### src/rtl/packet_timestamp_normalizer_unit_defines.svh
// Assertion helpers shared by the RTL files.
// Both forms sample on clk and are disabled while rst_n is low.
`ifndef PACKET_TIMESTAMP_NORMALIZER_UNIT_DEFINES_SVH
`define PACKET_TIMESTAMP_NORMALIZER_UNIT_DEFINES_SVH

`ifndef SYNTHESIS
`define PTN_ASSERT_IMPL(lbl, ante, cons, msg) \
  lbl: assert property (@(posedge clk) disable iff (!rst_n) (ante) |-> (cons)) \
    else $error(msg);
`define PTN_ASSERT_NEXT(lbl, ante, cons, msg) \
  lbl: assert property (@(posedge clk) disable iff (!rst_n) (ante) |=> (cons)) \
    else $error(msg);
`else
`define PTN_ASSERT_IMPL(lbl, ante, cons, msg)
`define PTN_ASSERT_NEXT(lbl, ante, cons, msg)
`endif

`endif

### src/rtl/ptn_pkg.sv
`default_nettype none

package ptn_pkg;

  localparam int unsigned CFG_ADDR_W = 5;
  localparam int unsigned JOBQ_DEPTH = 2;
  // two quotient bits per step, 64 quotient bits
  localparam int unsigned DIV_STEPS  = 32;
  localparam logic [62:0] MAX63      = {63{1'b1}};

  typedef struct packed {
    logic [7:0]  video_in_id;
    logic [8:0]  audio_in_id;
    logic [7:0]  video_out_id;
    logic [7:0]  audio_out_id;
    logic [31:0] video_mul;
    logic [31:0] video_div;
    logic [31:0] audio_mul;
    logic [31:0] audio_div;
  } cfg_t;

  typedef struct packed {
    logic        clr;
    logic        is_video;
    logic        has_pts;
    logic        has_dts;
    logic [63:0] pts_off;
    logic [63:0] dts_off;
    logic [31:0] dur;
    logic [31:0] mul;
    logic [31:0] div;
    logic [7:0]  oid;
  } job_t;

  typedef struct packed {
    logic        start;
    logic        lim32;
    logic [63:0] v;
    logic [31:0] mul;
    logic [31:0] div;
  } rs_req_t;

  typedef struct packed {
    logic        done;
    logic [63:0] q;
  } rs_rsp_t;

endpackage

`default_nettype wire

### src/rtl/ptn_fifo.sv
`default_nettype none
`include "packet_timestamp_normalizer_unit_defines.svh"

module ptn_fifo (
  input  wire logic     clk,
  input  wire logic     rst_n,
  input  wire logic     wr,
  input  ptn_pkg::job_t wdata,
  input  wire logic     rd,
  output ptn_pkg::job_t rdata,
  output logic          full,
  output logic          empty
);
  import ptn_pkg::*;

  localparam int unsigned PTR_W = (JOBQ_DEPTH > 1) ? $clog2(JOBQ_DEPTH) : 1;
  localparam int unsigned CNT_W = $clog2(JOBQ_DEPTH + 1);

  job_t             slot_r [JOBQ_DEPTH];
  logic [PTR_W-1:0] wp_r, wp_nxt, rp_r, rp_nxt;
  logic [CNT_W-1:0] cnt_r, cnt_nxt;

  assign full  = cnt_r == CNT_W'(JOBQ_DEPTH);
  assign empty = cnt_r == '0;
  assign rdata = slot_r[rp_r];

  always_comb begin
    wp_nxt  = wp_r;
    rp_nxt  = rp_r;
    cnt_nxt = cnt_r;
    if (wr) begin
      wp_nxt = (wp_r == PTR_W'(JOBQ_DEPTH - 1)) ? '0 : wp_r + 1'b1;
    end
    if (rd) begin
      rp_nxt = (rp_r == PTR_W'(JOBQ_DEPTH - 1)) ? '0 : rp_r + 1'b1;
    end
    if (wr && !rd) begin
      cnt_nxt = cnt_r + 1'b1;
    end else if (rd && !wr) begin
      cnt_nxt = cnt_r - 1'b1;
    end
  end

  always_ff @(posedge clk) begin
    if (!rst_n) begin
      wp_r  <= '0;
      rp_r  <= '0;
      cnt_r <= '0;
    end else begin
      wp_r  <= wp_nxt;
      rp_r  <= rp_nxt;
      cnt_r <= cnt_nxt;
    end
  end

  always_ff @(posedge clk) begin
    if (wr) begin
      slot_r[wp_r] <= wdata;
    end
  end

  `PTN_ASSERT_IMPL(a_no_overflow, wr, !full, "job queue written while full")
  `PTN_ASSERT_IMPL(a_no_underflow, rd, !empty, "job queue read while empty")
  `PTN_ASSERT_NEXT(a_count_up, wr && !rd, cnt_r == $past(cnt_r) + 1'b1, "job count lost")

endmodule

`default_nettype wire

### config.mk
export PLATFORM = sky130hd
export DESIGN_NAME = ptn_fifo
export DESIGN_NICKNAME = d
export VERILOG_FILES = /design/src/rtl/ptn_pkg.sv /design/src/rtl/ptn_fifo.sv
export VERILOG_INCLUDE_DIRS = /design/src /design/src/rtl
export SDC_FILE = /design/constraint.sdc
export NUM_CORES = 1
export LEC_CHECK = 0
export BUFFER_PORTS_ARGS = -buffer_cell sky130_fd_sc_hd__buf_4
export CORE_ASPECT_RATIO = 1.2
export CORE_UTILIZATION = 35
export DETAILED_ROUTE_END_ITERATION = 10
export SLEW_MARGIN = 20
export SYNTH_ARGS = -nofsm -noshare
export SYNTH_HDL_FRONTEND = slang
export SYNTH_SLANG_ARGS = --single-unit
### constraint.sdc
create_clock -name clk -period 15.4 [get_ports clk]
set_input_delay 2.31 -clock clk [delete_from_list [all_inputs] [get_ports clk]]
set_output_delay 2.31 -clock clk [all_outputs]
set_load 0.01 [all_outputs]
==> flow_summary.toml <==
[global_route]
grt_antenna_before_repair = 0
grt_max_degree = 166
grt_pass1_wl_mm = 53.8
grt_pass1_vias = 9148
grt_usage_pct = 14.1
globalRouteOverflowTotal = 0

[worst_setup_path]
path_class = "reg -> out"
r2r_start = "wp_r$_SDFFE_PN0P_"
cp_cell_sequence = "buf_4, buf_4, mux2_2, buf_4"
worst_ep_arrival_time_ns = 3.69
cp-end-kind = "output port"
critPathMostFrequentCell = "buf_4"
crit_buf_inv = 3
start_kind = "register"
timing.rr.end = "slot_r[1][195]$_DFFE_PP_"
path_delay_family = "buffers and inverters"
max_stage_delay_ns = 0.87
worst-r2r-setup-slack_ns = 12.36
crit_path_top_delay_cell = "buf_4"
ff2ff_path_depth = 3
required_ns = 13.09
path_max_fanout = 71

[die]
die_area_um2 = 50600
die_w_um = 205
start_util_pct = 35.4
ios = 478
die_h_um = 246
core_um2 = 49100
std_cell_rows = 89

[min_path]
holdPathEnd = "cnt_r[1]$_SDFFE_PN0P_"
whs_path_depth = 2
min_from = "cnt_r[1]$_SDFFE_PN0P_"
hold_path.class = "reg -> reg"

[cts]
cts_inserted_buffers = 49
postCtsResizedCells = 0
cts_hold_buf = 0
clock_latency_ns = 0.57
cts_tree = "done"
cts_sinks = 477
cts_buffer_depth = 3
cts.repair_timing.setup_buffer_count = 0
path_clk_slew_ns = 0.06
root_buffer = "clkbuf_16"
htree_levels = 2

[finish]
mostFrequentLayoutCells = "buf_4 (484), edfxtp_1 (472), mux2_2 (196)"
n_fill_cell = 4187
synthToLayoutAreaGrowth_pct = 33.3
final_common_cell = "buf_4"
antenna_cells = 0
drive_gt1_share_pct = 60.4
num-nets-final = 1507

[yosys]
synth.net_count = 997
synthCells = 756
ys_warn_count = 0
synth_area_um2 = 17400
synthFlopType = "edfxtp_1"
async_flop_share_pct = 0
syn_area_per_cell_um2 = 23.0
yosysSeqAreaShare_pct = 82.1
synth_edf_count = 472
yosysUniqueCellTypes = 18
ys_ff_latch = 477

[route]
wl_met3_mm = 2.85
wirelength_mm = 37.2
drc_errors = 0
ant_nets = 0
firstDrtPassIters = 4
drtIter0Drc = 331
wl_met2_mm = 19.8
vias = 8725
dr.max_layer_used = "met4"
met1_length_mm = 13.7
viasPerCell = 4.50
wl_per_cell_um = 19.2

[place]
portBuffers = 477
dp_hpwl_mm = 24.7
place_congestion = 0.757

[power]
finalPower_mw = 2.99
p_leak_nw = 8.63
peakVddDrop_uv = 100
power_density_nw_per_um2 = 129

[sta]
period_share_pct = 39.0
hold_violations = 0
worst_pin_slew_ns = 1.11
max_slew_margin_pct = 26.1
fin_worst_skew_ns = 0.0109
rsz0062_at_grt = "false"
layout_min_cycle_time_ns = 6.00
setup_viol = 0
tns_ns = 0
drv_slew = 0
max_freq_mhz = 167

[run_status]
status = "complete, no violations"

[run]
maxCapViolCount = 0
per-stage QoR:
step | std cells | hold slack [ns] | setup WS [ns] | area, µm² | util [%]
6_report | 1939 | 0.523 | 9.40 | 23200 | 47.2
5_1_grt | 1939 | 0.564 | 9.14 | 23200 | 47.2
4_1_cts | 1939 | 0.523 | 9.28 | 23200 | 47.2
3_5_place_dp | 1852 | 0.509 | 9.92 | 21700 | 44.1
3_3_place_gp | 1852 | 0.489 | 9.95 | 21700 | 44.1
2_1_floorplan | 756 | 0.473 | 2.00 | 17400 | -
synth_stat cells (2+ instances only):
cell type / count / area share (%)
and2_1: 4 / 0.14
buf_2: 10 / 0.29
buf_4: 11 / 0.47
buf_6: 5 / 0.32
dfxtp_1: 5 / 0.58
edfxtp_1: 472 / 82
mux2_2: 196 / 13
mux2_4: 40 / 3.5
nor2b_1: 3 / 0.11
xor2_1: 2 / 0.10
worst max-delay path by stage:
stage | startpoint | depth (start not counted) | to
6_report | register | 4 | rdata[8]
4_1_cts | register | 4 | rdata[8]
5_1_grt | register | 4 | rdata[8]
3_3_place_gp | register | 4 | rdata[100]
3_5_place_dp | register | 4 | rdata[8]
2_1_floorplan | wr | 2 | wp_r$_SDFFE_PN0P_
cell families (layout without fill, tap and decap cells):
logic type / count (synthesis) / after routing / synth area share, %
adders and majority gates: 1 / 1 / 0.0720
and+or+nand+nor: 9 / 9 / 0.309
xor gates and xnor gates: 3 / 3 / 0.151
DFF: 477 / 477 / 82.1
buffers and inverters: 27 / 573 / 1.11
muxes: 236 / 236 / 16.1
AOI/OAI and AO/OA: 3 / 3 / 0.115
registers in the layout (all words and copies together) (netlist names), named ones only:
register  flops
slot_r      472
cnt_r         2
wp_r          1
rp_r          1
routing by layer:
metal	vias up	GRT usage [%]
li1	4037	-
met3	60	4.78
met2	294	25.1
met4	0	4.60
met5	-	0
met1	4334	15.6
worst register-to-register path, stage by stage (launching register included):
cell and delay, ns:
dfxtp_1 0.39, and2_4 0.69, buf_4 0.69, buf_4 0.85
layout make-up:
cell class | count | area [µm²] | area share, %
Sequential cell | 477 | 14300 | 61.6
Timing Repair Buffer | 485 | 3650 | 15.8
Multi-Input combinational cell | 252 | 2930 | 12.6
Clock buffer | 62 | 1320 | 5.68
Tap cell | 637 | 797 | 3.44
Clock inverter | 25 | 199 | 0.858
Inverter | 1 | 3.75 | 0.0162
report_power, final:
part	switching (mW)	total (mW)	leakage (nW)	internal (mW)
Combinational	0.155	0.344	3.43	0.189
Clock	0.466	1.12	0.729	0.652
Sequential	0.0199	1.52	4.47	1.50
Note: power is estimated with default switching activity, not from simulation.
