===== src/rtl/packet_timestamp_normalizer_unit_defines.svh =====
// Assertion helpers shared by the RTL files.
// Both forms sample on clk and are disabled while rst_n is low.
`ifndef PACKET_TIMESTAMP_NORMALIZER_UNIT_DEFINES_SVH
`define PACKET_TIMESTAMP_NORMALIZER_UNIT_DEFINES_SVH

`ifndef SYNTHESIS
`define PTN_ASSERT_IMPL(lbl, ante, cons, msg) \
  lbl: assert property (@(posedge clk) disable iff (!rst_n) (ante) |-> (cons)) \
    else $error(msg);
`define PTN_ASSERT_NEXT(lbl, ante, cons, msg) \
  lbl: assert property (@(posedge clk) disable iff (!rst_n) (ante) |=> (cons)) \
    else $error(msg);
`else
`define PTN_ASSERT_IMPL(lbl, ante, cons, msg)
`define PTN_ASSERT_NEXT(lbl, ante, cons, msg)
`endif

`endif


===== src/rtl/ptn_pkg.sv =====
`default_nettype none

package ptn_pkg;

  localparam int unsigned CFG_ADDR_W = 5;
  localparam int unsigned JOBQ_DEPTH = 2;
  // two quotient bits per step, 64 quotient bits
  localparam int unsigned DIV_STEPS  = 32;
  localparam logic [62:0] MAX63      = {63{1'b1}};

  typedef struct packed {
    logic [7:0]  video_in_id;
    logic [8:0]  audio_in_id;
    logic [7:0]  video_out_id;
    logic [7:0]  audio_out_id;
    logic [31:0] video_mul;
    logic [31:0] video_div;
    logic [31:0] audio_mul;
    logic [31:0] audio_div;
  } cfg_t;

  typedef struct packed {
    logic        clr;
    logic        is_video;
    logic        has_pts;
    logic        has_dts;
    logic [63:0] pts_off;
    logic [63:0] dts_off;
    logic [31:0] dur;
    logic [31:0] mul;
    logic [31:0] div;
    logic [7:0]  oid;
  } job_t;

  typedef struct packed {
    logic        start;
    logic        lim32;
    logic [63:0] v;
    logic [31:0] mul;
    logic [31:0] div;
  } rs_req_t;

  typedef struct packed {
    logic        done;
    logic [63:0] q;
  } rs_rsp_t;

endpackage

`default_nettype wire


===== src/rtl/ptn_front.sv =====
`default_nettype none

module ptn_front #(
  parameter int unsigned TS_BITS = 64,
  parameter int unsigned ID_BITS = 8
) (
  input  wire logic               clk,
  input  wire logic               rst_n,
  input  wire logic               in_push,
  input  wire logic               in_op,
  input  wire logic [7:0]         in_stream_id,
  input  wire logic               in_pts_present,
  input  wire logic [63:0]        in_pts_in,
  input  wire logic               in_dts_present,
  input  wire logic [63:0]        in_dts_in,
  input  wire logic [31:0]        in_dur_in,
  input  ptn_pkg::cfg_t           cfg,
  input  wire logic               q_full,
  output logic                    q_wr,
  output ptn_pkg::job_t           q_wdata
);
  import ptn_pkg::*;

  localparam int unsigned CMP_W = (ID_BITS < 8) ? ID_BITS : 8;

  logic        va_r, va_nxt, aa_r, aa_nxt;
  logic [63:0] vorg_r, vorg_nxt, aorg_r, aorg_nxt;
  logic [63:0] pts_x, dts_x, anc_val, origin;
  logic        accept, vid_hit, aud_hit;

  assign accept = in_push && !q_full;

  // timestamps are signed TS_BITS-bit values, upper bits ignored
  always_comb begin
    for (int i = 0; i < 64; i++) begin
      pts_x[i] = (i < TS_BITS) ? in_pts_in[i] : in_pts_in[TS_BITS-1];
      dts_x[i] = (i < TS_BITS) ? in_dts_in[i] : in_dts_in[TS_BITS-1];
    end
  end

  assign anc_val = in_dts_present ? dts_x : (in_pts_present ? pts_x : 64'd0);
  assign vid_hit = in_stream_id[CMP_W-1:0] == cfg.video_in_id[CMP_W-1:0];
  assign aud_hit = !cfg.audio_in_id[8] &&
                   (in_stream_id[CMP_W-1:0] == cfg.audio_in_id[CMP_W-1:0]);
  // an anchoring word uses its own anchor value
  assign origin  = vid_hit ? (va_r ? vorg_r : anc_val) : (aa_r ? aorg_r : anc_val);

  always_comb begin
    va_nxt   = va_r;
    aa_nxt   = aa_r;
    vorg_nxt = vorg_r;
    aorg_nxt = aorg_r;
    q_wr     = 1'b0;

    q_wdata          = '0;
    q_wdata.is_video = vid_hit;
    q_wdata.has_pts  = in_pts_present;
    q_wdata.has_dts  = in_dts_present;
    q_wdata.pts_off  = ($signed(pts_x) > $signed(origin)) ? pts_x - origin : 64'd0;
    q_wdata.dts_off  = ($signed(dts_x) > $signed(origin)) ? dts_x - origin : 64'd0;
    q_wdata.dur      = in_dur_in;
    q_wdata.mul      = vid_hit ? cfg.video_mul : cfg.audio_mul;
    q_wdata.div      = vid_hit ? cfg.video_div : cfg.audio_div;
    q_wdata.oid      = vid_hit ? cfg.video_out_id : cfg.audio_out_id;

    priority if (!accept) begin
      q_wr = 1'b0;
    end else if (in_op) begin
      va_nxt      = 1'b0;
      aa_nxt      = 1'b0;
      q_wdata.clr = 1'b1;
      q_wr        = 1'b1;
    end else if (vid_hit) begin
      if (!va_r) begin
        va_nxt   = 1'b1;
        vorg_nxt = anc_val;
      end
      q_wr = 1'b1;
    end else if (aud_hit && va_r) begin
      if (!aa_r) begin
        aa_nxt   = 1'b1;
        aorg_nxt = anc_val;
      end
      q_wr = 1'b1;
    end else begin
      q_wr = 1'b0;
    end
  end

  always_ff @(posedge clk) begin
    if (!rst_n) begin
      va_r <= 1'b0;
      aa_r <= 1'b0;
    end else begin
      va_r <= va_nxt;
      aa_r <= aa_nxt;
    end
  end

  always_ff @(posedge clk) begin
    vorg_r <= vorg_nxt;
    aorg_r <= aorg_nxt;
  end

endmodule

`default_nettype wire


===== config.mk =====
export PLATFORM = sky130hd
export DESIGN_NAME = ptn_front
export DESIGN_NICKNAME = d
export VERILOG_FILES = /design/src/rtl/packet_timestamp_normalizer_unit_defines.svh /design/src/rtl/ptn_pkg.sv /design/src/rtl/ptn_front.sv
export SDC_FILE = /design/constraint.sdc
export NUM_CORES = 1
export LEC_CHECK = 0
export BUFFER_PORTS_ARGS = -buffer_cell sky130_fd_sc_hd__buf_4
export CORE_AREA = 2 2 222 224
export CTS_BUF_LIST = sky130_fd_sc_hd__clkbuf_2
export DETAILED_ROUTE_END_ITERATION = 10
export DIE_AREA = 0 0 224 226
export SLEW_MARGIN = 20
export SYNTH_ARGS = -nofsm -noshare
export SYNTH_HDL_FRONTEND = slang
export SYNTH_SLANG_ARGS = --single-unit

===== constraint.sdc =====
create_clock -name clk -period 28.3 [get_ports clk]
set_clock_uncertainty 0.2 [all_clocks]
set_input_delay 8.49 -clock clk [delete_from_list [all_inputs] [get_ports clk]]
set_output_delay 8.49 -clock clk [all_outputs]
set_load 0.005 [all_outputs]

==> results of run 1 <==
==> cell usage in the layout, fill, tap and decap left out, types with 20 or more instances in the layout <==
| cell | instances |
|---|---|
| mux2_2 | 201 |
| o21ai_0 | 77 |
| edfxtp_1 | 128 |
| nor3_1 | 36 |
| a22o_1 | 62 |
| xor2_1 | 40 |
| buf_4 | 517 |
| inv_1 | 47 |
| o21bai_1 | 31 |
| nand3_1 | 34 |
| a31oi_1 | 20 |
| nor2_1 | 178 |
| xnor2_1 | 70 |
| mux2i_1 | 72 |
| a21oi_1 | 160 |
| a21o_1 | 68 |
| nand4_1 | 47 |
| o21a_1 | 22 |
| nand2_1 | 141 |
| ha_1 | 128 |
| and3_1 | 26 |
==> area by class of cell <==
type                       count  area share
multi-input combinational   1624       0.572
clock inverter                15     0.00644
tap                          622      0.0371
inverter                      47     0.00841
timing repair buffer         518       0.186
antenna                        6    0.000716
sequential                   130       0.185
clock buffer                  17     0.00406
==> power groups by stage <==
stage               Clock [W]  Combinational [W]  Sequential (W)
floorplan                   0           0.000285        0.000217
global placement            0           0.000510        0.000217
detailed placement          0           0.000511        0.000217
CTS                  0.000122           0.000513        0.000213
global route         0.000130           0.000555        0.000213
finish               0.000121           0.000518        0.000213
==> worst max-delay path: cells and delay by family <==
kind,cells,cell delay [ns]
simple gates,6,1.81
buf+inv,5,1.54
compound gates,5,1.42
fa+ha+maj,2,0.60
mux,2,0.33
==> stage by stage <==
stage	hold slack (ns)	instance area, um^2	setup WS [ns]	total power, W	util
global placement	0.349	20700	5.43	0.000727	0.429
floorplan	0.336	16800	7.25	0.000502	-
detailed placement	0.354	20700	5.35	0.000728	0.429
CTS	0.399	21000	5.32	0.000848	0.434
finish	0.398	21000	5.25	0.000852	0.434
global route	0.410	21000	4.98	0.000897	0.434
==> per-layer routing <==
metal	routed length, um	track usage	up-vias
met3	4190	0.0380	135
met4	3480	0.141	0
met1	30900	0.348	8446
met5	0	0	-
li1	-	-	8082
met2	39100	0.529	740
==> state kept, by name, summed over array words and instances (netlist names) <==
register / flops
aa_r: 1
aorg_r: 64
va_r: 1
vorg_r: 64
==> cells by family (layout without fill, tap and decap cells) <==
family | count (synthesis) | count (layout) | share of synthesized area
AND/OR/NAND/NOR | 559 | 559 | 0.159
AO/OA/AOI/OAI | 552 | 552 | 0.220
multiplexers | 273 | 273 | 0.178
buffers and inverters | 188 | 597 | 0.0562
adder cells (fa/ha/maj) | 130 | 130 | 0.0977
flip-flops | 130 | 130 | 0.231
XOR/XNOR | 110 | 110 | 0.0574
other | 0 | 6 | 0
==> worst min-delay path by stage <==
stage | start | end | depth (start not counted)
floorplan | vorg_r[0] | vorg_r[0] | 1
detailed placement | vorg_r[6] | vorg_r[6] | 1
global route | aorg_r[0] | aorg_r[0] | 1
finish | aorg_r[1] | aorg_r[1] | 1
CTS | vorg_r[6] | vorg_r[6] | 1
global placement | aorg_r[63] | aorg_r[63] | 1
==> impl_metrics.ini, run 1 <==
[outcome]
status = finished clean

[route]
vias = 17400
drt_iter0_drc = 1164
wirelength_um = 77700
detail_route.drc_violations = 0
wl_per_cell_um = 26.1
drt_pass1_iterations = 7
ant_nets = 0
viasPerCell = 5.84

[clock_tree]
post_cts_buffers = 0
cts_resized = 0
clk_pin_slew_ns = 0.19
cts_sinks = 130
cts_tree = built
clock_path_buffers = 2
numCtsBuffers = 17
htree_levels = 4
cts_hold_buf = 0
clockRootBuffer = clkbuf_2
worst_skew_pair.late_latency_ns = 0.81

[logic_synthesis]
yosysTopAreaCell = edfxtp_1
ys_seq_area_frac = 0.231
netlist_instances = 1942
yosys_register_bits = 130
synth_most_common_cell = mux2_2
synth_nets = 2408
synth_area_per_cell_um2 = 8.65
synth.distinct_cells = 85
ys.flop_type = edfxtp_1
synth_common_cells = 201 x mux2_2, 180 x nor2_1, 160 x a21oi_1
synth_edf_count = 128
synthesis.area_um2 = 16800
yosys-top-cells-area = edfxtp_1 23%, mux2_2 13%, ha_1 9.5%, a21oi_1 4.8%, mux2i_1 4.3%
async_flop_share = 0
synth.top_cell.area_share = 0.229
yosysWarningCount = 0

[pwr]
pwr-share-seq = 0.250
p_int_w = 0.000471
cellPowerDensity_nw_per_um2 = 40.6
p_leak_nw = 8.77
vdd_drop_max_uv = 21.0
swShare = 0.447
clkPwrFrac = 0.142
p_sw_w = 0.000381
pwr-share-comb = 0.608

[die]
num_rows = 81
die_area_um2 = 50600
ioPinCount = 573
core_area_um2 = 48300
start_util = 0.347
die_y_um = 226
fp.dieW_um = 224

[sta]
hold_viol = 0
tightest_slew_ns = 1.12
fmax_ghz = 0.0434
finalSetupViolCount = 0
relSlewSlack = 0.232
period_share = 0.814
setup_tns_ns = 0
rsz0062_at_grt = false
finalMaxSlewViolations = 0
min_period_ns = 23.05

[setup_path]
critPathArrivalTime_ns = 14.36
cpMostUsedCell = buf_4
cp_max_fo = 48
r2r_setup_slack_ns = 25.30
critPathCapture = q_wdata[221]
crit_path_top_delay_cell = buf_4
max_stage_delay_ns = 0.60
r2r-start = va_r
ff2ff_path_depth = 5
path_cells = buf_4 -> nor2b_4 -> buf_4 -> a22o_1 -> mux2_2 -> mux2_2 -> ha_1 -> inv_1 -> fa_1 -> a21oi_1 -> o221ai_1 -> nand3_2 -> a21boi_2 -> o311a_2 -> nor3b_2 -> or2_2 -> buf_4 -> or4_1 -> nand3_1 -> buf_4
end_kind = primary output
rr_endpoint = aorg_r[62]
path_class = primary input to primary output
cp.required_ns = 19.61
crit_start = in_dts_present
startpoint_type = primary input

[grt]
grt_usage = 0.295
antenna_found_initial = 6
gr-total-overflow = 0
grt_max_degree = 143
grt_pass1_vias = 17400
grt_pass1_wl_um = 111000

[place]
dpl.hpwl_um = 63800
io_buffers = 508
dp.cells = 2941
gp_congestion = 0.971

[cells_and_area]
register_area_um2 = 3890
syn2layout_area_growth_pct = 24.9
drive_gt1_frac = 0.335
finalNonFillerCells = 2979
nets = 2804
multi_input_area_um2 = 12000
nFillCells = 4875

[hold_path]
hold_class = flop to flop

[run]
cap_violations = 0
(Power assumes the default switching activity.)
==> run 2, diff against run 1 <==
--- a/config.mk
+++ b/config.mk
@@ -5,11 +5,13 @@
 export SDC_FILE = /design/constraint.sdc
 export NUM_CORES = 1
 export LEC_CHECK = 0
+export ABC_AREA = 1
 export BUFFER_PORTS_ARGS = -buffer_cell sky130_fd_sc_hd__buf_4
-export CORE_AREA = 2 2 222 224
+export CORE_AREA = 2 2 226 228
 export CTS_BUF_LIST = sky130_fd_sc_hd__clkbuf_2
 export DETAILED_ROUTE_END_ITERATION = 10
-export DIE_AREA = 0 0 224 226
+export DIE_AREA = 0 0 228 230
+export PLACE_DENSITY = 0.66
 export SLEW_MARGIN = 20
 export SYNTH_ARGS = -nofsm -noshare
 export SYNTH_HDL_FRONTEND = slang
==> constraint.sdc (replaced) <==
create_clock -name clk -period 24.2 [get_ports clk]
set_clock_uncertainty 0.2 [all_clocks]
set_input_delay 7.26 -clock clk [delete_from_list [all_inputs] [get_ports clk]]
set_output_delay 7.26 -clock clk [all_outputs]
set_load 0.005 [all_outputs]
==> run 2 against run 1 <==
Net effect:
- utilization rose by 6.8 points
- wire length grew 12%
- sequential power up 17%
- largest cell class unchanged
- largest power group unchanged
- critical endpoint is now q_wdata[170]
==> impl_metrics.ini, run 2 <==
[outcome]
status = finished clean

[logic_synthesis]
yosysWarningCount = 0
ys.flop_type = edfxtp_1
yosys-top-cells-area = nand2_1 28%, edfxtp_1 19%, inv_1 11%, ha_1 7.7%, nor2_1 5.6%
yosys_register_bits = 130
netlist_instances = 3695
synth_common_cells = 1,517 x nand2_1, 590 x inv_1, 307 x nor2_1
synthesis.area_um2 = 20700
yosysTopAreaCell = nand2_1
synth.distinct_cells = 36
synth.top_cell.area_share = 0.275
synth_area_per_cell_um2 = 5.60
synth_edf_count = 128
async_flop_share = 0
synth_most_common_cell = nand2_1
ys_seq_area_frac = 0.188
synth_nets = 4161

[clock_tree]
post_cts_buffers = 0
worst_skew_pair.late_latency_ns = 0.75
clockRootBuffer = clkbuf_2
cts_hold_buf = 0
numCtsBuffers = 17
cts_sinks = 130
clk_pin_slew_ns = 0.20
cts_tree = built
htree_levels = 4
clock_path_buffers = 2
cts_resized = 0

[die]
die_area_um2 = 52400
core_area_um2 = 49900
num_rows = 82
start_util = 0.415
die_y_um = 230
fp.dieW_um = 228
ioPinCount = 573

[route]
wl_per_cell_um = 18.1
detail_route.drc_violations = 0
vias = 24400
wirelength_um = 87000
drt_pass1_iterations = 6
ant_nets = 0
viasPerCell = 5.09
drt_iter0_drc = 2452

[setup_path]
r2r-start = va_r
crit_start = in_stream_id[3]
cp.required_ns = 16.74
r2r_setup_slack_ns = 20.95
ff2ff_path_depth = 7
crit_path_top_delay_cell = buf_4
critPathArrivalTime_ns = 12.87
path_cells = buf_4 -> inv_1 -> or2_2 -> nand4_1 -> nor2_1 -> nand2_4 -> buf_4 -> o21ai_0 -> ha_1 -> nand2_1 -> nor2_1 -> nand2_1 -> nor2_1 -> nand2_1 -> nand2_2 -> nand2_1 -> nand3_2 -> nand3_4 -> nor2_1 -> buf_4
end_kind = primary output
path_class = primary input to primary output
critPathCapture = q_wdata[170]
cp_max_fo = 97
max_stage_delay_ns = 0.84
startpoint_type = primary input
rr_endpoint = aorg_r[59]

[sta]
min_period_ns = 20.33
finalMaxSlewViolations = 0
setup_tns_ns = 0
relSlewSlack = 0.171
hold_viol = 0
layout_setup_ws_ns = 3.87
finalSetupViolCount = 0
period_share = 0.840
tightest_slew_ns = 1.23
fmax_ghz = 0.0492
rsz0062_at_grt = false

[grt]
grt_max_degree = 98
grt_pass1_vias = 22500
gr-total-overflow = 0
grt_usage = 0.320
antenna_found_initial = 8
grt_pass1_wl_um = 129000

[run]
cap_violations = 0

[cells_and_area]
layout_common_cells = 1,516 x nand2_1, 586 x inv_1, 518 x buf_4
design_area_um2 = 25000
nets = 4570
final_common_cell = nand2_1
syn2layout_area_growth_pct = 20.9
finalNonFillerCells = 4796
top_regs = aorg_r x64, vorg_r x64
drive_gt1_frac = 0.186

[place]
placed_area_um2 = 24700
io_buffers = 508
gp_congestion = 0.999
dpl.hpwl_um = 73000
dp.cells = 4757
pre_cts_slack_ns = 3.96

[pwr]
cellPowerDensity_nw_per_um2 = 43.3
p_leak_nw = 14.2
vdd_drop_max_uv = 26.5
finalPower_w = 0.00108

[hold_path]
hold_class = flop to flop
-- run 2: cell count changes after synthesis, sizes merged, moves of 69 or more --
cell   change
nand3     +90
nor2     +252
inv      +545
mux2i     -69
mux2     -201
nand2   +1385
-- run 2: how the worst min path moves through the flow --
stage / slack [ns] / from / cells after the start / endpoint
finish: 0.39 / aorg_r[0] / 2 / aorg_r[0]
global route: 0.42 / aorg_r[0] / 2 / aorg_r[0]
CTS: 0.38 / aorg_r[0] / 2 / aorg_r[0]
detailed placement: 0.33 / aorg_r[0] / 2 / aorg_r[0]
global placement: 0.34 / aorg_r[0] / 2 / aorg_r[0]
floorplan: 0.31 / aorg_r[0] / 2 / aorg_r[0]
-- run 2: cell type report --
cell class                 instances  area [um^2]
timing repair buffer             518         3890
inverter                         592         2220
multi-input combinational       2845        13900
sequential                       130         3880
clock buffer                      18         90.1
fill                            5531        24900
clock inverter                    14          188
antenna                            7         17.5
tap                              672          841
-- run 2: through the flow --
step / hold WS (ns) / utilization
after global routing: 0.415 / 0.501
final: 0.393 / 0.501
after detailed placement: 0.335 / 0.496
after global placement: 0.341 / 0.496
after CTS: 0.383 / 0.501
after floorplan: 0.314 / -
-- run 2: logic make-up after synthesis --
kind of cell / count (synthesis) / share of synthesized area
simple gates: 2263 / 0.460
buf+inv: 720 / 0.142
compound gates: 379 / 0.0998
fa+ha+maj: 130 / 0.0794
flops: 130 / 0.188
xor+xnor: 70 / 0.0297
mux: 3 / 0.00145
-- run 2: report_power, final --
part | total [W] | internal (W) | switching, W | leakage [nW]
Sequential | 0.000249 | 0.000249 | 0.0000000131 | 1.18
Combinational | 0.000676 | 0.000270 | 0.000406 | 12.8
Clock | 0.000158 | 0.0000680 | 0.0000904 | 0.159
-- run 2: metal layers --
layer / global-route usage / routed length [um] / up-vias
li1: - / - / 12300
met1: 0.451 / 39100 / 10800
met2: 0.479 / 36200 / 1155
met3: 0.0689 / 8890 / 124
met4: 0.110 / 2850 / 2
met5: 0.0138 / 12 / -
-- run 2: critical path: cells and delay by family --
| family | cells | cell delay, ns |
|---|---|---|
| adder cells (fa/ha/maj) | 1 | 0.54 |
| AO/OA/AOI/OAI | 1 | 0.53 |
| AND/OR/NAND/NOR | 14 | 3.25 |
| buffers and inverters | 4 | 1.14 |
