File: src/rtl/packet_timestamp_normalizer_unit_defines.svh
// Assertion helpers shared by the RTL files.
// Both forms sample on clk and are disabled while rst_n is low.
`ifndef PACKET_TIMESTAMP_NORMALIZER_UNIT_DEFINES_SVH
`define PACKET_TIMESTAMP_NORMALIZER_UNIT_DEFINES_SVH

`ifndef SYNTHESIS
`define PTN_ASSERT_IMPL(lbl, ante, cons, msg) \
  lbl: assert property (@(posedge clk) disable iff (!rst_n) (ante) |-> (cons)) \
    else $error(msg);
`define PTN_ASSERT_NEXT(lbl, ante, cons, msg) \
  lbl: assert property (@(posedge clk) disable iff (!rst_n) (ante) |=> (cons)) \
    else $error(msg);
`else
`define PTN_ASSERT_IMPL(lbl, ante, cons, msg)
`define PTN_ASSERT_NEXT(lbl, ante, cons, msg)
`endif

`endif

File: src/rtl/ptn_pkg.sv
`default_nettype none

package ptn_pkg;

  localparam int unsigned CFG_ADDR_W = 5;
  localparam int unsigned JOBQ_DEPTH = 2;
  // two quotient bits per step, 64 quotient bits
  localparam int unsigned DIV_STEPS  = 32;
  localparam logic [62:0] MAX63      = {63{1'b1}};

  typedef struct packed {
    logic [7:0]  video_in_id;
    logic [8:0]  audio_in_id;
    logic [7:0]  video_out_id;
    logic [7:0]  audio_out_id;
    logic [31:0] video_mul;
    logic [31:0] video_div;
    logic [31:0] audio_mul;
    logic [31:0] audio_div;
  } cfg_t;

  typedef struct packed {
    logic        clr;
    logic        is_video;
    logic        has_pts;
    logic        has_dts;
    logic [63:0] pts_off;
    logic [63:0] dts_off;
    logic [31:0] dur;
    logic [31:0] mul;
    logic [31:0] div;
    logic [7:0]  oid;
  } job_t;

  typedef struct packed {
    logic        start;
    logic        lim32;
    logic [63:0] v;
    logic [31:0] mul;
    logic [31:0] div;
  } rs_req_t;

  typedef struct packed {
    logic        done;
    logic [63:0] q;
  } rs_rsp_t;

endpackage

`default_nettype wire

File: src/rtl/ptn_back.sv
`default_nettype none
`include "packet_timestamp_normalizer_unit_defines.svh"

module ptn_back (
  input  wire logic        clk,
  input  wire logic        rst_n,
  input  wire logic        q_empty,
  input  ptn_pkg::job_t    q_rdata,
  output logic             q_rd,
  output ptn_pkg::rs_req_t rs_req,
  input  ptn_pkg::rs_rsp_t rs_rsp,
  input  wire logic        out_pop,
  output logic             out_empty,
  output logic [7:0]       out_out_id,
  output logic             out_pts_ok,
  output logic [62:0]      out_pts_out,
  output logic             out_dts_ok,
  output logic [62:0]      out_dts_out,
  output logic [31:0]      out_dur_out,
  output logic [62:0]      out_video_span
);
  import ptn_pkg::*;

  localparam logic [2:0] ST_IDLE   = 3'd0;
  localparam logic [2:0] ST_LAUNCH = 3'd1;
  localparam logic [2:0] ST_WAIT   = 3'd2;
  localparam logic [2:0] ST_SHIFT  = 3'd3;
  localparam logic [2:0] ST_APPLY  = 3'd4;
  localparam logic [2:0] ST_TRACK  = 3'd5;
  localparam logic [2:0] ST_SPAN   = 3'd6;
  localparam logic [2:0] ST_OUT    = 3'd7;

  localparam logic [1:0] SEL_PTS = 2'd0;
  localparam logic [1:0] SEL_DTS = 2'd1;
  localparam logic [1:0] SEL_DUR = 2'd2;

  logic [2:0]  st_r, st_nxt;
  logic [1:0]  sel_r, sel_nxt;
  job_t        job_r, job_nxt;
  logic [62:0] pts_r, pts_nxt, dts_r, dts_nxt, span_r, span_nxt;
  logic [31:0] dur_r, dur_nxt;
  logic        bump_r, bump_nxt;
  logic [63:0] shift_r, shift_nxt;

  logic        vdts_v_r, vdts_v_nxt, adts_v_r, adts_v_nxt;
  logic        fvp_v_r, fvp_v_nxt, lvp_v_r, lvp_v_nxt;
  logic [62:0] vdts_r, vdts_nxt, adts_r, adts_nxt, fvp_r, fvp_nxt, lvp_r, lvp_nxt;

  logic        out_valid_r, out_valid_nxt;
  logic [7:0]  o_id_r, o_id_nxt;
  logic        o_pok_r, o_pok_nxt, o_dok_r, o_dok_nxt;
  logic [62:0] o_pts_r, o_pts_nxt, o_dts_r, o_dts_nxt, o_span_r, o_span_nxt;
  logic [31:0] o_dur_r, o_dur_nxt;

  logic        need, lim32, cur_last_v;
  logic [63:0] operand, pts_sum;
  logic [62:0] cur_last;

  assign cur_last_v = job_r.is_video ? vdts_v_r : adts_v_r;
  assign cur_last   = job_r.is_video ? vdts_r : adts_r;
  assign pts_sum    = {1'b0, pts_r} + shift_r;

  always_comb begin
    need    = 1'b0;
    operand = '0;
    lim32   = 1'b0;
    unique case (sel_r)
      SEL_PTS: begin
        need    = job_r.has_pts;
        operand = job_r.pts_off;
      end
      SEL_DTS: begin
        need    = job_r.has_dts;
        operand = job_r.dts_off;
      end
      SEL_DUR: begin
        need    = job_r.dur != '0;
        operand = {32'd0, job_r.dur};
        lim32   = 1'b1;
      end
      default: begin
        need = 1'b0;
      end
    endcase
  end

  assign rs_req.start = (st_r == ST_LAUNCH) && need;
  assign rs_req.lim32 = lim32;
  assign rs_req.v     = operand;
  assign rs_req.mul   = job_r.mul;
  assign rs_req.div   = job_r.div;

  always_comb begin
    st_nxt        = st_r;
    sel_nxt       = sel_r;
    job_nxt       = job_r;
    pts_nxt       = pts_r;
    dts_nxt       = dts_r;
    dur_nxt       = dur_r;
    span_nxt      = span_r;
    bump_nxt      = bump_r;
    shift_nxt     = shift_r;
    vdts_v_nxt    = vdts_v_r;
    adts_v_nxt    = adts_v_r;
    fvp_v_nxt     = fvp_v_r;
    lvp_v_nxt     = lvp_v_r;
    vdts_nxt      = vdts_r;
    adts_nxt      = adts_r;
    fvp_nxt       = fvp_r;
    lvp_nxt       = lvp_r;
    out_valid_nxt = out_valid_r;
    o_id_nxt      = o_id_r;
    o_pok_nxt     = o_pok_r;
    o_dok_nxt     = o_dok_r;
    o_pts_nxt     = o_pts_r;
    o_dts_nxt     = o_dts_r;
    o_dur_nxt     = o_dur_r;
    o_span_nxt    = o_span_r;
    q_rd          = 1'b0;

    if (out_pop && out_valid_r) begin
      out_valid_nxt = 1'b0;
    end

    unique case (st_r)
      ST_IDLE: begin
        if (!q_empty) begin
          q_rd    = 1'b1;
          job_nxt = q_rdata;
          if (q_rdata.clr) begin
            vdts_v_nxt = 1'b0;
            adts_v_nxt = 1'b0;
            fvp_v_nxt  = 1'b0;
            lvp_v_nxt  = 1'b0;
          end else begin
            sel_nxt = SEL_PTS;
            st_nxt  = ST_LAUNCH;
          end
        end
      end
      ST_LAUNCH: begin
        if (need) begin
          st_nxt = ST_WAIT;
        end else begin
          // absent field reads as zero
          if (sel_r == SEL_PTS) pts_nxt = '0;
          if (sel_r == SEL_DTS) dts_nxt = '0;
          if (sel_r == SEL_DUR) dur_nxt = '0;
          if (sel_r == SEL_DUR) begin
            st_nxt = ST_SHIFT;
          end else begin
            sel_nxt = sel_r + 1'b1;
          end
        end
      end
      ST_WAIT: begin
        if (rs_rsp.done) begin
          if (sel_r == SEL_PTS) pts_nxt = rs_rsp.q[62:0];
          if (sel_r == SEL_DTS) dts_nxt = rs_rsp.q[62:0];
          if (sel_r == SEL_DUR) dur_nxt = rs_rsp.q[31:0];
          if (sel_r == SEL_DUR) begin
            st_nxt = ST_SHIFT;
          end else begin
            sel_nxt = sel_r + 1'b1;
            st_nxt  = ST_LAUNCH;
          end
        end
      end
      ST_SHIFT: begin
        bump_nxt  = job_r.has_dts && cur_last_v && (dts_r <= cur_last);
        shift_nxt = {1'b0, cur_last} - {1'b0, dts_r} + 64'd1;
        st_nxt    = ST_APPLY;
      end
      ST_APPLY: begin
        if (bump_r) begin
          // dts + shift is last + 1, saturated
          dts_nxt = (cur_last == MAX63) ? MAX63 : cur_last + 63'd1;
          if (job_r.has_pts) begin
            pts_nxt = pts_sum[63] ? MAX63 : pts_sum[62:0];
          end
        end
        st_nxt = ST_TRACK;
      end
      ST_TRACK: begin
        if (job_r.has_dts) begin
          if (job_r.is_video) begin
            vdts_v_nxt = 1'b1;
            vdts_nxt   = dts_r;
          end else begin
            adts_v_nxt = 1'b1;
            adts_nxt   = dts_r;
          end
        end
        if (job_r.is_video && job_r.has_pts) begin
          if (!fvp_v_r) begin
            fvp_v_nxt = 1'b1;
            fvp_nxt   = pts_r;
          end
          lvp_v_nxt = 1'b1;
          lvp_nxt   = pts_r;
        end
        st_nxt = ST_SPAN;
      end
      ST_SPAN: begin
        span_nxt = (fvp_v_r && lvp_v_r && (lvp_r >= fvp_r)) ? lvp_r - fvp_r : '0;
        st_nxt   = ST_OUT;
      end
      ST_OUT: begin
        if (!out_valid_r || out_pop) begin
          out_valid_nxt = 1'b1;
          o_id_nxt      = job_r.oid;
          o_pok_nxt     = job_r.has_pts;
          o_dok_nxt     = job_r.has_dts;
          o_pts_nxt     = pts_r;
          o_dts_nxt     = dts_r;
          o_dur_nxt     = dur_r;
          o_span_nxt    = span_r;
          st_nxt        = ST_IDLE;
        end
      end
    endcase
  end

  always_ff @(posedge clk) begin
    if (!rst_n) begin
      st_r        <= ST_IDLE;
      sel_r       <= SEL_PTS;
      vdts_v_r    <= 1'b0;
      adts_v_r    <= 1'b0;
      fvp_v_r     <= 1'b0;
      lvp_v_r     <= 1'b0;
      out_valid_r <= 1'b0;
    end else begin
      st_r        <= st_nxt;
      sel_r       <= sel_nxt;
      vdts_v_r    <= vdts_v_nxt;
      adts_v_r    <= adts_v_nxt;
      fvp_v_r     <= fvp_v_nxt;
      lvp_v_r     <= lvp_v_nxt;
      out_valid_r <= out_valid_nxt;
    end
  end

  always_ff @(posedge clk) begin
    job_r    <= job_nxt;
    pts_r    <= pts_nxt;
    dts_r    <= dts_nxt;
    dur_r    <= dur_nxt;
    span_r   <= span_nxt;
    bump_r   <= bump_nxt;
    shift_r  <= shift_nxt;
    vdts_r   <= vdts_nxt;
    adts_r   <= adts_nxt;
    fvp_r    <= fvp_nxt;
    lvp_r    <= lvp_nxt;
    o_id_r   <= o_id_nxt;
    o_pok_r  <= o_pok_nxt;
    o_dok_r  <= o_dok_nxt;
    o_pts_r  <= o_pts_nxt;
    o_dts_r  <= o_dts_nxt;
    o_dur_r  <= o_dur_nxt;
    o_span_r <= o_span_nxt;
  end

  assign out_empty      = !out_valid_r;
  assign out_out_id     = o_id_r;
  assign out_pts_ok     = o_pok_r;
  assign out_pts_out    = o_pts_r;
  assign out_dts_ok     = o_dok_r;
  assign out_dts_out    = o_dts_r;
  assign out_dur_out    = o_dur_r;
  assign out_video_span = o_span_r;

  `PTN_ASSERT_IMPL(a_done_in_wait, rs_rsp.done, st_r == ST_WAIT, "rescale result unexpected")
  `PTN_ASSERT_NEXT(a_clr_trackers, (st_r == ST_IDLE) && q_rd && q_rdata.clr, !vdts_v_r && !adts_v_r && !fvp_v_r && !lvp_v_r, "segment start left a tracker set")
  `PTN_ASSERT_IMPL(a_dts_rises, (st_r == ST_TRACK) && job_r.has_dts && cur_last_v, (dts_r > cur_last) || (dts_r == MAX63), "dts not increasing")

endmodule

`default_nettype wire

File: config.mk
export PLATFORM = sky130hd
export DESIGN_NAME = ptn_back
export DESIGN_NICKNAME = d
export VERILOG_FILES = /design/src/rtl/ptn_pkg.sv /design/src/rtl/ptn_back.sv
export VERILOG_INCLUDE_DIRS = /design/src /design/src/rtl
export SDC_FILE = /design/constraint.sdc
export NUM_CORES = 2
export LEC_CHECK = 0
export BUFFER_PORTS_ARGS = -buffer_cell sky130_fd_sc_hd__buf_2
export CORE_MARGIN = 1
export CORE_UTILIZATION = 55
export DETAILED_ROUTE_END_ITERATION = 7
export HOLD_SLACK_MARGIN = 0.15
export PLACE_DENSITY = 0.77
export SYNTH_ARGS = -nofsm -noshare
export SYNTH_HDL_FRONTEND = slang
export SYNTH_SLANG_ARGS = --single-unit
export TNS_END_PERCENT = 100
File: constraint.sdc
create_clock -name clk -period 140.7 [get_ports clk]
set_input_delay 35.175 -clock clk [delete_from_list [all_inputs] [get_ports clk]]
set_output_delay 35.175 -clock clk [all_outputs]
set_load 0.1 [all_outputs]
==> impl_metrics.py <==
metrics = {
    "synth": {
        "total_nets_after_synthesis": 4786,
        "syn-mean-instance-area_um2": 12.14,
        "synth_edf_count": 1004,
        "ys_async_rst_share_pct": 0,
        "synthDominantCellAreaShare_pct": 59.68,
        "post_synth_xor_area_fraction_pct": 3.797,
        "synth_ff_type": "sky130_fd_sc_hd__edfxtp_1",
        "number_of_warnings_printed_during_yosys_synthesis": 0,
        "synth.cell_area_mm2": 0.05052,
        "synth_compound_area_share_pct": 12.78,
        "dominant_combinational_cell_family_by_area_after_synthesis": "compound AO/OA/AOI/OAI gates",
        "synth_seq_area_share_pct": 60.03,
        "post_synth_fa_ha_maj_area_fraction_pct": 8.010,
        "synthDistinctLibCells": 89,
        "synth_seq_cells": 1013,
        "synth_simple_gate_area_share_pct": 9.889,
        "syn_inst": 4160,
        "synthMuxAreaShare_pct": 1.105,
        "synthTopCellsByArea": "sky130_fd_sc_hd__edfxtp_1, sky130_fd_sc_hd__ha_1, sky130_fd_sc_hd__nand2_1, sky130_fd_sc_hd__a21oi_1, sky130_fd_sc_hd__xnor2_1",
        "netlist.top_cell.by_area": "sky130_fd_sc_hd__edfxtp_1",
    },
    "route": {
        "wl_met1_um": 64900,
        "dr.max_layer_used": "met5",
        "routedWlPerCell_um": 23.83,
        "num_vias": 35742,
        "detailed_route_wirelength_on_metal2_um": 61610,
        "met3_routed_wirelength_um": 12310,
        "drt_pre_antenna_iters": 8,
        "remaining_drc_errors": 0,
        "avgViaCountPerCell": 5.955,
        "drtIter0Drc": 4328,
        "detail_route.wirelength_um": 143000,
        "ant_nets": 0,
    },
    "setup_path": {
        "setup.worst_path.end": "q_rd",
        "reg2reg_depth": 17,
        "timing.setup.critical_path_class": "in -> out",
        "critPathLaunchType": "primary input",
        "crit_family": "buffers and inverters",
        "worst_ep_arrival_time_ns": 36.46,
        "critical_path_depth_in_cells": 4,
        "worst_setup_path_end_kind": "primary output",
        "timing.critical_path.fanout_max": 32,
        "crit-reg2reg-capture": "shift_r[60]",
        "worstPathCellList": "buf_2, nor4_2, buf_4, buf_2",
        "critical-path-max-stage-delay_ns": 0.52,
        "setup.worst_path.start": "q_empty",
        "r2r_setup_slack_ns": 134.92,
        "worst_r2r_startpoint": "job_r[234]",
        "worstPathRequired_ns": 105.53,
        "critical_path.slowest_cell": "sky130_fd_sc_hd__buf_2",
        "cp_common_cell": "sky130_fd_sc_hd__buf_2",
        "cp_num_buf_inv": 3,
    },
    "layout": {
        "fillers": 6999,
        "layout.cell_area.non_filler_mm2": 0.05806,
        "synthToLayoutAreaGrowth_pct": 14.93,
        "drive_above_1_share_pct": 18.81,
        "fin_nets": 5358,
    },
    "sta": {
        "slew-limit-headroom_pct": 13.86,
        "fin_crit_sh_pct": 50.92,
        "worst_pin_slew_ns": 1.292,
        "setup_violations": 0,
        "rsz0062_at_grt": "false",
        "final_max_slew_viol_count": 0,
        "finalClockSkew_ns": 0.03390,
        "hold_viol_final": 0,
        "timing.final.crit_period_ns": 71.64,
        "fin_setup_tns_ns": 0,
        "maximum_clock_rate_ghz": 0.01396,
    },
    "placement": {
        "gp_congestion": 0.9456,
        "portBuffers": 666,
        "detailed_place_hpwl_um": 109100,
        "placed_cell_area_mm2": 0.05446,
    },
    "job": {
        "max_cap_violations": 0,
    },
    "floorplanning": {
        "initial_utilization_pct": 55.78,
        "row_count": 110,
        "ios": 668,
        "die_width_um": 305.1,
        "fp.dieArea_mm2": 0.09307,
        "core_area_mm2": 0.09056,
        "die_y_um": 305.1,
    },
    "global_route": {
        "first_global_vias": 33091,
        "grt_remaining_overflow": 0,
        "globalRouteTotalUtil_pct": 30.09,
        "grt_start_max_net_pins": 157,
        "initial_antenna_violation_count": 18,
        "first_pass_grt_wire_length_um": 208500,
    },
    "clocking": {
        "cts.repair_timing.setup_buffer_count": 0,
        "worst_skew_pair.late_latency_ns": 0.70,
        "tritoncts": "built",
        "cts.hold.buffers_added": 0,
        "clock_tree.root_cell": "sky130_fd_sc_hd__clkbuf_16",
        "numCtsBuffers": 104,
        "tritoncts_sink_count": 1013,
        "htreeDepth": 3,
        "resize_count_post_cts": 0,
        "cts-root-to-sink-buffers": 3,
        "clk_transition_reported_paths_ns": 0.06,
    },
    "pwr": {
        "worst_ir_drop_vdd_mv": 0.02378,
        "cellPowerDensity_mw_per_mm2": 19.71,
        "leakagePower_nw": 23.72,
    },
    "hold_path": {
        "worst_min_path_class": "reg -> reg",
    },
    "status": {
        "result_of_the_run": "complete, no violations",
    },
}
[stage by stage]
step	power, mW	hold slack (ns)	util, %	std cells	setup slack [ns]
3_5_place_dp	0.8558	0.4045	60.13	5802	69.08
6_report	1.145	0.4138	64.12	6002	69.06
4_1_cts	1.143	0.4152	64.09	5993	69.06
3_3_place_gp	0.8530	0.4004	60.13	5802	69.10
2_1_floorplan	0.7694	0.4003	-	4160	45.55
5_1_grt	1.191	0.4210	64.10	5997	69.00
[how the worst min path moves through the flow]
stage	from	to	cells past startpoint
6_report	span_r[15]	out_video_span[15]	0
5_1_grt	span_r[25]	out_video_span[25]	0
4_1_cts	dur_r[4]	out_dur_out[4]	0
2_1_floorplan	dur_r[0]	out_dur_out[0]	0
3_3_place_gp	job_r[3]	out_out_id[3]	0
3_5_place_dp	span_r[25]	out_video_span[25]	0
[worst register-to-register path, delay by kind of cell, from the launching register on]
family | cells | cell delay (ns)
xor gates and xnor gates | 1 | 0.12
AOI/OAI and AO/OA | 10 | 2.55
and+or+nand+nor | 1 | 0.23
adders and majority gates | 2 | 0.77
DFF | 1 | 0.33
buffers and inverters | 3 | 1.51
[cell type report]
class | count | area, um2 | area share [%]
sequential | 1013 | 30330 | 52.23
multi-input combinational | 2649 | 18090 | 31.15
antenna | 9 | 22.52 | 0.03879
clock inverter | 75 | 895.9 | 1.543
timing repair buffer | 693 | 3548 | 6.111
clock buffer | 116 | 2690 | 4.633
tap | 1176 | 1471 | 2.534
inverter | 271 | 1017 | 1.752
[cell usage after synthesis (40+ instances only)]
library cell,count
sky130_fd_sc_hd__edfxtp_1,1004
sky130_fd_sc_hd__nand2_1,367
sky130_fd_sc_hd__ha_1,317
sky130_fd_sc_hd__nor2_1,284
sky130_fd_sc_hd__inv_1,269
sky130_fd_sc_hd__a21oi_1,259
sky130_fd_sc_hd__o21ai_0,161
sky130_fd_sc_hd__xnor2_1,144
sky130_fd_sc_hd__clkbuf_1,136
sky130_fd_sc_hd__a21o_1,131
sky130_fd_sc_hd__o21ai_1,90
sky130_fd_sc_hd__xor2_1,75
sky130_fd_sc_hd__nand4_1,71
sky130_fd_sc_hd__nand3_1,70
sky130_fd_sc_hd__buf_4,67
sky130_fd_sc_hd__nor2b_1,57
sky130_fd_sc_hd__mux2i_1,49
sky130_fd_sc_hd__nor3_1,40
[placed cells by master (no fill, tap or decap), drive strengths merged, types with 31 or more instances in the layout]
cell type and count:
a22oi 37, xor2 75, inv 280, o211ai 36, o21ai 251, xnor2 144, ha 317, a21oi 260
a21o 131, nor2b 57, a31oi 33, nor2 285, buf 693, nor3 45, a222oi 32, clkbuf 116
nand4 72, clkinv 42, nand3 70, a211oi 31, edfxtp 1004, nand2 368, mux2i 49
[sequential cells by signal, summed over array words and instances (netlist names), 2 cells and up]
signal          count
out_video_span     63
out_dts_out        63
out_pts_out        63
out_dur_out        32
span_r             63
rs_req             64
shift_r            64
fvp_r              63
dts_r              63
pts_r              63
vdts_r             63
out_out_id          8
lvp_r              63
st_r                3
dur_r              32
adts_r             63
sel_r               2
job_r             171
[metal layers]
layer	vias to the layer above	track usage (%)
met3	226	4.777
met1	17280	45.85
met5	-	0
met4	2	8.786
met2	1686	44.38
li1	16548	-
[power by group]
group | internal [mW] | switching, mW
Clock | 0.170 | 0.117
Sequential | 0.397 | 0.0346
Combinational | 0.109 | 0.318
[logic make-up after synthesis]
logic type	count (synthesis)
compound gates	1000
xor+xnor	219
fa+ha+maj	321
buf+inv	498
flops	1013
mux	55
simple gates	1054
Note: power is estimated with default switching activity, not from simulation.
